--- src/rtl/core/mpsc_pkg.sv ---
// shared types and constants for the mesh plane side classifier
`default_nettype none

package mpsc_pkg;

  // side class codes carried on the result word
  typedef enum logic [1:0] {
    CLASS_BEHIND = 2'd0,
    CLASS_FRONT  = 2'd1,
    CLASS_CROSS  = 2'd2
  } side_class_t;

  // configuration register index width and register map
  localparam int CFG_IDX_W = 4;
  localparam logic [CFG_IDX_W-1:0] REG_NORMAL_X     = 4'd0;
  localparam logic [CFG_IDX_W-1:0] REG_NORMAL_Y     = 4'd1;
  localparam logic [CFG_IDX_W-1:0] REG_NORMAL_Z     = 4'd2;
  localparam logic [CFG_IDX_W-1:0] REG_PLANE_OFFSET = 4'd3;

  // vertex count of a triangle and coordinate count per triangle
  localparam int NUM_VERTS  = 3;
  localparam int NUM_COORDS = 9;

  // per-triangle sign summary handed from the evaluator to the class logic
  typedef struct packed {
    logic any_below;
    logic all_below;
  } side_flags_t;

endpackage

`default_nettype wire

--- src/rtl/core/mpsc_side_eval.sv ---
// distance sums and sign summary for one registered triangle
`default_nettype none

module mpsc_side_eval #(
  parameter int COORD_WIDTH = 32,
  parameter int FRAC_BITS   = 16
) (
  input  wire logic signed [2*COORD_WIDTH-1:0] prod [mpsc_pkg::NUM_COORDS],
  input  wire logic signed [COORD_WIDTH-1:0]   plane_offset,
  output      mpsc_pkg::side_flags_t           flags
);

  // wide enough for three products and the scaled offset without overflow
  localparam int TERM_W = (2*COORD_WIDTH > COORD_WIDTH + FRAC_BITS)
                          ? 2*COORD_WIDTH : COORD_WIDTH + FRAC_BITS;
  localparam int SUM_W  = TERM_W + 2;

  logic signed [SUM_W-1:0] offset_term;
  logic signed [SUM_W-1:0] vert_dist [mpsc_pkg::NUM_VERTS];
  logic [mpsc_pkg::NUM_VERTS-1:0] below;

  assign offset_term = SUM_W'(plane_offset) <<< FRAC_BITS;

  always_comb begin
    for (int v = 0; v < mpsc_pkg::NUM_VERTS; v++) begin
      vert_dist[v] = SUM_W'(prod[3*v]) + SUM_W'(prod[3*v+1]) + SUM_W'(prod[3*v+2])
                   + offset_term;
      below[v] = vert_dist[v][SUM_W-1];
    end
  end

  assign flags.any_below = |below;
  assign flags.all_below = &below;

endmodule

`default_nettype wire

--- config.mk ---
export PLATFORM = sky130hd
export DESIGN_NAME = mpsc_side_eval
export DESIGN_NICKNAME = d
export VERILOG_FILES = /design/src/rtl/core/mpsc_pkg.sv /design/src/rtl/core/mpsc_side_eval.sv
export SDC_FILE = /design/constraint.sdc
export NUM_CORES = 1
export LEC_CHECK = 0
export BUFFER_PORTS_ARGS = -buffer_cell sky130_fd_sc_hd__buf_2
export CORE_AREA = 2 2 241 243
export DETAILED_ROUTE_END_ITERATION = 8
export DIE_AREA = 0 0 243 245
export GPL_TIMING_DRIVEN = 0
export PLACE_DENSITY = 0.59
export SYNTH_ARGS = -nofsm -noshare
export SYNTH_HDL_FRONTEND = slang
export SYNTH_SLANG_ARGS = --single-unit
export TNS_END_PERCENT = 30
--- constraint.sdc ---
create_clock -name vclk -period 9.2
set_input_delay 1.84 -clock vclk [all_inputs]
set_output_delay 1.84 -clock vclk [all_outputs]
set_load 0.03 [all_outputs]
==> results.md, run 1 <==
- Status: finished, final reports clean
- First-pass detailed-route iteration total: 4
- GRT overflow: 0
- Setup CP Type: in2out
- Int Power: 0.000673 W
- Tcrit/Tclk final: 91.9%
- HPWL Detailed: 46600 um
- Cells after Synth: 1662
- Detailed Route WL: 47600 um
- Avg Cell Area, Syn: 8.64 sq um
- Share of layout cells above drive strength 1: 27.4%
- Final Max Slew Viols: 0
- GPL Wtd Cong: 0.945
- Initial antenna violation count: 31
- Row count: 88
- Via Count: 12089
- Endpoints failing hold: 0
- Seq Cell Count: 0
- Port-buffer cells: 610
- Arrival @ worst endpoint: 6.61 ns
- Mapped Area: 0.0144 sq mm
- Slowest-stage cell, CP: nor4_2
- CP peak stage delay: 0.70 ns
- Hold path cells: 7
- Area of the core: 0.0570 sq mm
- CP bufs+invs: 5
- Worst Path Max Fanout: 27
- Number of DRC markers in iteration 0: 253
- Pwr Total: 0.00152 W
- Die width: 243 um
- Antenna Nets Post-Route: 0
- Wire length per cell: 15.6 um
- Initial Util: 25.2%
- Final core occ: 32.3%
- Sw Share: 55.6%
- Fin Hold WS: 4.80 ns
- Worst min path class: in2out
- Worst Hold End: flags[1]
- First-pass GRT wire length: 71500 um
- # hold bufs at CTS: 0
- CP top delay family: simple AND/OR/NAND/NOR gates
- Crit path capture type: primary output
- CLK BUF: 0
- Layout area overhead: 28.3%
- Overall die height: 245 um
- Max-cap viol count: 0
- Sw power: 0.000844 W
- CP Cell Sequence: buf_4 -> inv_2 -> buf_12 -> fa_1 -> inv_1 -> ha_1 -> nand4_1 -> nor4_2 -> o311ai_1 -> and3_1 -> o21ai_0 -> xnor2_1 -> or3_1 -> buf_2
- Drt drc: 0
- RSZ-0062 raised after global routing: no
- Yosys Warn Count: 0
- Worst path depth: 14
- WP data required: 7.36 ns
- Placed Area: 0.0184 sq mm
- Relative slew margins: 24.9%
- Sequential power share: 0%
- Final min period: 8.45 ns
- Power Density: 82.3 mW/mm^2
- Gr usage total: 16.0%
- Count of final setup violators: 0
- Vias in the first global route: 13006
- Largest net degree at the start of global routing: 28
- Worst VDD drop: 0.0488 mV
- Hold_sp: prod[575]
- Worst slew pin tran: 1.12 ns
- Seq/Total Area, Yosys: 0%
- Post-route cell area: 0.0184 sq mm
- Synth Net Count: 2837
- Yosys cell types: 46
- Power share of the combinational group: 100.0%
- FF+latch area: 0 sq um
- Leakage: 11.5 nW
- I/O pin total: 610
- Type of origin of the critical path: input port
- Power share of the clock group: 0%
- Via density: 3.96
- Final-stage net count: 3450
- Fmax: 0.118 GHz
- Die ar.: 0.0595 sq mm
repair_timing:
action,CTS,global route
gates resized for setup,2,0
buffers inserted,0,0
endpoints found under the setup margin,2,0
cells in the mapped netlist, types with 2 or more instances:
cell | n | area (sq um)
xor2_1 | 2 | 17.5
o211ai_1 | 6 | 45.0
nand2b_1 | 2 | 12.5
a21boi_0 | 2 | 15.0
inv_1 | 793 | 2980
nor4_2 | 2 | 25.0
o21ai_0 | 31 | 155
fa_1 | 336 | 6730
o21ai_1 | 4 | 20.0
a211o_1 | 2 | 17.5
a21oi_1 | 68 | 340
nor2_1 | 15 | 56.3
nor4_1 | 3 | 18.8
nand3_1 | 12 | 60.1
nand4_1 | 42 | 263
a211oi_2 | 3 | 37.5
ha_1 | 231 | 2890
a221oi_1 | 2 | 17.5
nand2_1 | 33 | 124
xnor2_1 | 4 | 35.0
a211oi_1 | 8 | 60.1
or3_1 | 2 | 12.5
nor3_1 | 12 | 60.1
o2111ai_1 | 2 | 17.5
o21a_1 | 4 | 30.0
a21o_1 | 18 | 135
nor2b_1 | 2 | 12.5
o21bai_1 | 2 | 15.0
a41oi_1 | 2 | 17.5
power by group through the flow:
stage               Combinational [W]  Sequential [W]        Clock, W
floorplan                    0.000997               0               0
global route                  0.00179               0  0.000000000146
detailed placement            0.00155               0               0
finish                        0.00152               0  0.000000000176
CTS                           0.00156               0               0
global placement              0.00154               0               0
placed cells by master (no fill, tap or decap), types with 3 or more instances in the layout:
master	count
a21o_1	18
o21ai_0	31
fa_1	336
nor4_2	3
ha_1	231
o21ai_1	4
nor2_1	15
o21a_1	4
o211ai_1	6
a21oi_1	68
inv_1	792
nand2_1	33
nand3_1	12
nor3_1	12
buf_2	609
xnor2_1	4
a211oi_2	3
diode_2	12
a211oi_1	8
nand4_1	42
routing by layer:
metal	track usage [%]	part of all wire, %	wire, um
met5	0	0.28	133
met2	31.3	53	25400
met1	17.7	37	17800
met3	2.48	6.0	2850
met4	4.53	3.0	1430
cell families (layout without fill, tap and decap cells):
family	Yosys count	count (layout)	synth area share (%)
AO/OA/AOI/OAI	166	166	7.20
XOR/XNOR	6	6	0.366
adder cells (fa/ha/maj)	567	567	66.9
buffers and inverters	793	1404	20.7
other	0	12	0
AND/OR/NAND/NOR	130	130	4.76
metrics by stage:
step,setup TNS (ns),setup slack (ns),cells
detailed placement,-0.976,-0.524,3038
floorplan,0,2.00,1662
finish,0,0.747,3050
global route,0,0.350,3048
CTS,0,0.435,3038
global placement,-2.87,-1.47,3037
worst max path at each step:
stage	slack, ns	start	to
finish	0.75	plane_offset[31]	flags[1]
global route	0.35	plane_offset[31]	flags[1]
CTS	0.43	plane_offset[31]	flags[1]
detailed placement	-0.52	plane_offset[31]	flags[1]
global placement	-1.47	plane_offset[31]	flags[1]
floorplan	2.00	plane_offset[31]	flags[1]
layout make-up:
type	count	area (sq um)
Multi-Input combinational cell	869	11400
Tap cell	765	957
Antenna cell	12	30.0
Fill cell	6181	38600
Inverter	793	2980
Timing Repair Buffer	611	3080
No activity file was read; power rests on OpenSTA's default activity.
==> run 2: changes to the inputs <==
- CORE_AREA: 2 2 241 243 -> 2 2 234 236
- DIE_AREA: 0 0 243 245 -> 0 0 236 238
- PLACE_DENSITY: 0.59 -> unset
==> results.md, run 2 (synthesis results as in run 1) <==
- Crit path capture type: primary output
- CP Cell Sequence: buf_2 -> inv_2 -> buf_12 -> fa_1 -> inv_1 -> ha_1 -> nand4_1 -> nor4_2 -> o311ai_1 -> and3_1 -> o21ai_0 -> xnor2_1 -> or3_1 -> buf_2
- Power share of the combinational group: 100.0% (about the same)
- Count of final setup violators: 0 (unchanged)
- Overall die height: 238 um (-2.9%)
- Worst min path class: in2out
- Sequential power share: 0% (unchanged)
- GRT overflow: 0 (unchanged)
- Initial antenna violation count: 25 (-19%)
- Setup Buffers After CTS: 0 (unchanged)
- First-pass GRT wire length: 71600 um (about the same)
- Share of layout cells above drive strength 1: 27.4% (unchanged)
- Relative slew margins: 21.6% (-3.2 points)
- Power Density: 82.7 mW/mm^2 (+0.46%)
- Largest net degree at the start of global routing: 28 (unchanged)
- HPWL Detailed: 46100 um (-1.0%)
- Final-stage net count: 3450 (unchanged)
- WP data required: 7.36 ns (about the same)
- Worst Path Max Fanout: 27 (unchanged)
- Most frequent cells in the layout: inv_1, buf_2, fa_1
- Type of origin of the critical path: input port
- Die width: 236 um (-2.9%)
- Wire length per cell: 15.7 um (+0.99%)
- Detailed Route WL: 46900 um (-1.3%)
- Int Power: 0.000671 W (-0.27%)
- Port-buffer cells: 610 (unchanged)
- CP top delay family: buffers and inverters
- Gr usage total: 16.9% (+0.85 points)
- Drt drc: 0 (unchanged)
- Final std cells w/o fill: 2980 (-2.3%)
- Final Max Slew Viols: 0 (unchanged)
- Max-cap viol count: 0 (unchanged)
- Power share of the clock group: 0% (unchanged)
- RSZ-0062 raised after global routing: no
- I/O pin total: 610 (unchanged)
- Highest routing layer actually used: met5
- Most frequent CP cell: buf_2
- Post-Route M1 WL: 17300 um (-2.7%)
- Dpl cells: 2969 (-2.3%)
- Sw power: 0.000845 W (+0.14%)
- Worst slew pin tran: 1.18 ns (+0.0559 ns)
- Final core occ: 34.3% (+2.0 points)
- Number of DRC markers in iteration 0: 245 (-3.2%)
- CP bufs+invs: 5 (unchanged)
- Fin Hold WS: 4.85 ns (+0.0430 ns)
- Via Count: 12107 (+0.15%)
- Status: finished, final reports clean
- Met3 routed WL: 2790 um (-1.9%)
- CLK BUF: 0 (unchanged)
- Endpoints failing hold: 0 (unchanged)
- Slowest-stage cell, CP: buf_2
- Final min period: 8.54 ns (+0.0863 ns)
- CP peak stage delay: 0.87 ns (+0.17 ns)
- First-pass detailed-route iteration total: 4 (unchanged)
- Setup CP Type: in2out
- Pwr Total: 0.00152 W (about the same)
- Post-route cell area: 0.0183 sq mm (-0.50%)
- Arrival @ worst endpoint: 6.70 ns (+0.09 ns)
- Via density: 4.06 (+2.5%)
- Most common cell after layout, fill and taps aside: inv_1
- Initial Util: 26.9% (+1.7 points)
- Die ar.: 0.0562 sq mm (-5.7%)
- Sw Share: 55.7% (+0.10 points)
- Area of the core: 0.0535 sq mm (-6.2%)
- WL met2: 25900 um (+2.1%)
- Worst VDD drop: 0.0403 mV (-17%)
- GPL Wtd Cong: 0.896 (-5.3%)
- Tcrit/Tclk final: 92.8% (+0.94 points)
- Antenna Nets Post-Route: 0 (unchanged)
- Layout area overhead: 27.7%
- Placed Area: 0.0183 sq mm (-0.47%)
- FF+latch area: 0 sq um (unchanged)
- Row count: 85 (-3.4%)
- Fmax: 0.117 GHz (-1.0%)
- Vias in the first global route: 13095 (+0.68%)
- Seq Cell Count: 0 (unchanged)
- Leakage: 11.5 nW (about the same)
-- run 2: final cells by class --
class,count,area [sq um]
Antenna cell,11,27.5
Fill cell,5717,35200
Inverter,793,2980
Multi-Input combinational cell,869,11400
Tap cell,696,871
Timing Repair Buffer,611,3070
-- run 2: stage by stage --
stage / TNS, ns / setup slack (ns)
after detailed placement: -0.0862 / -0.0790
after CTS: 0 / 0.292
after global routing: 0 / 0.153
after floorplan: 0 / 2.00
after global placement: -2.26 / -1.16
final: 0 / 0.660
-- run 2: metal layers --
metal / global-route usage [%] / vias up
met1: 18.7 / 5627
li1: - / 6019
met5: 0 / -
met4: 3.45 / 14
met2: 33.6 / 403
met3: 2.53 / 44
-- run 2: final timing paths --
path | from | endpoint | cells after the start
setup / recovery | plane_offset[31] | flags[1] | 14
hold / removal | prod[575] | flags[0] | 7
-- run 2: power by group through the flow --
stage / combinational, W / sequential (W) / clock (W)
4_1_cts: 0.00156 / 0 / 0
2_1_floorplan: 0.000997 / 0 / 0
5_1_grt: 0.00179 / 0 / 0.000000000146
3_3_place_gp: 0.00153 / 0 / 0
6_report: 0.00152 / 0 / 0.000000000162
3_5_place_dp: 0.00155 / 0 / 0
-- run 2: repair_timing --
action                                  CTS  global route
hold buffers                              0             0
endpoints found under the setup margin    2             0
gates resized for setup                   1             0
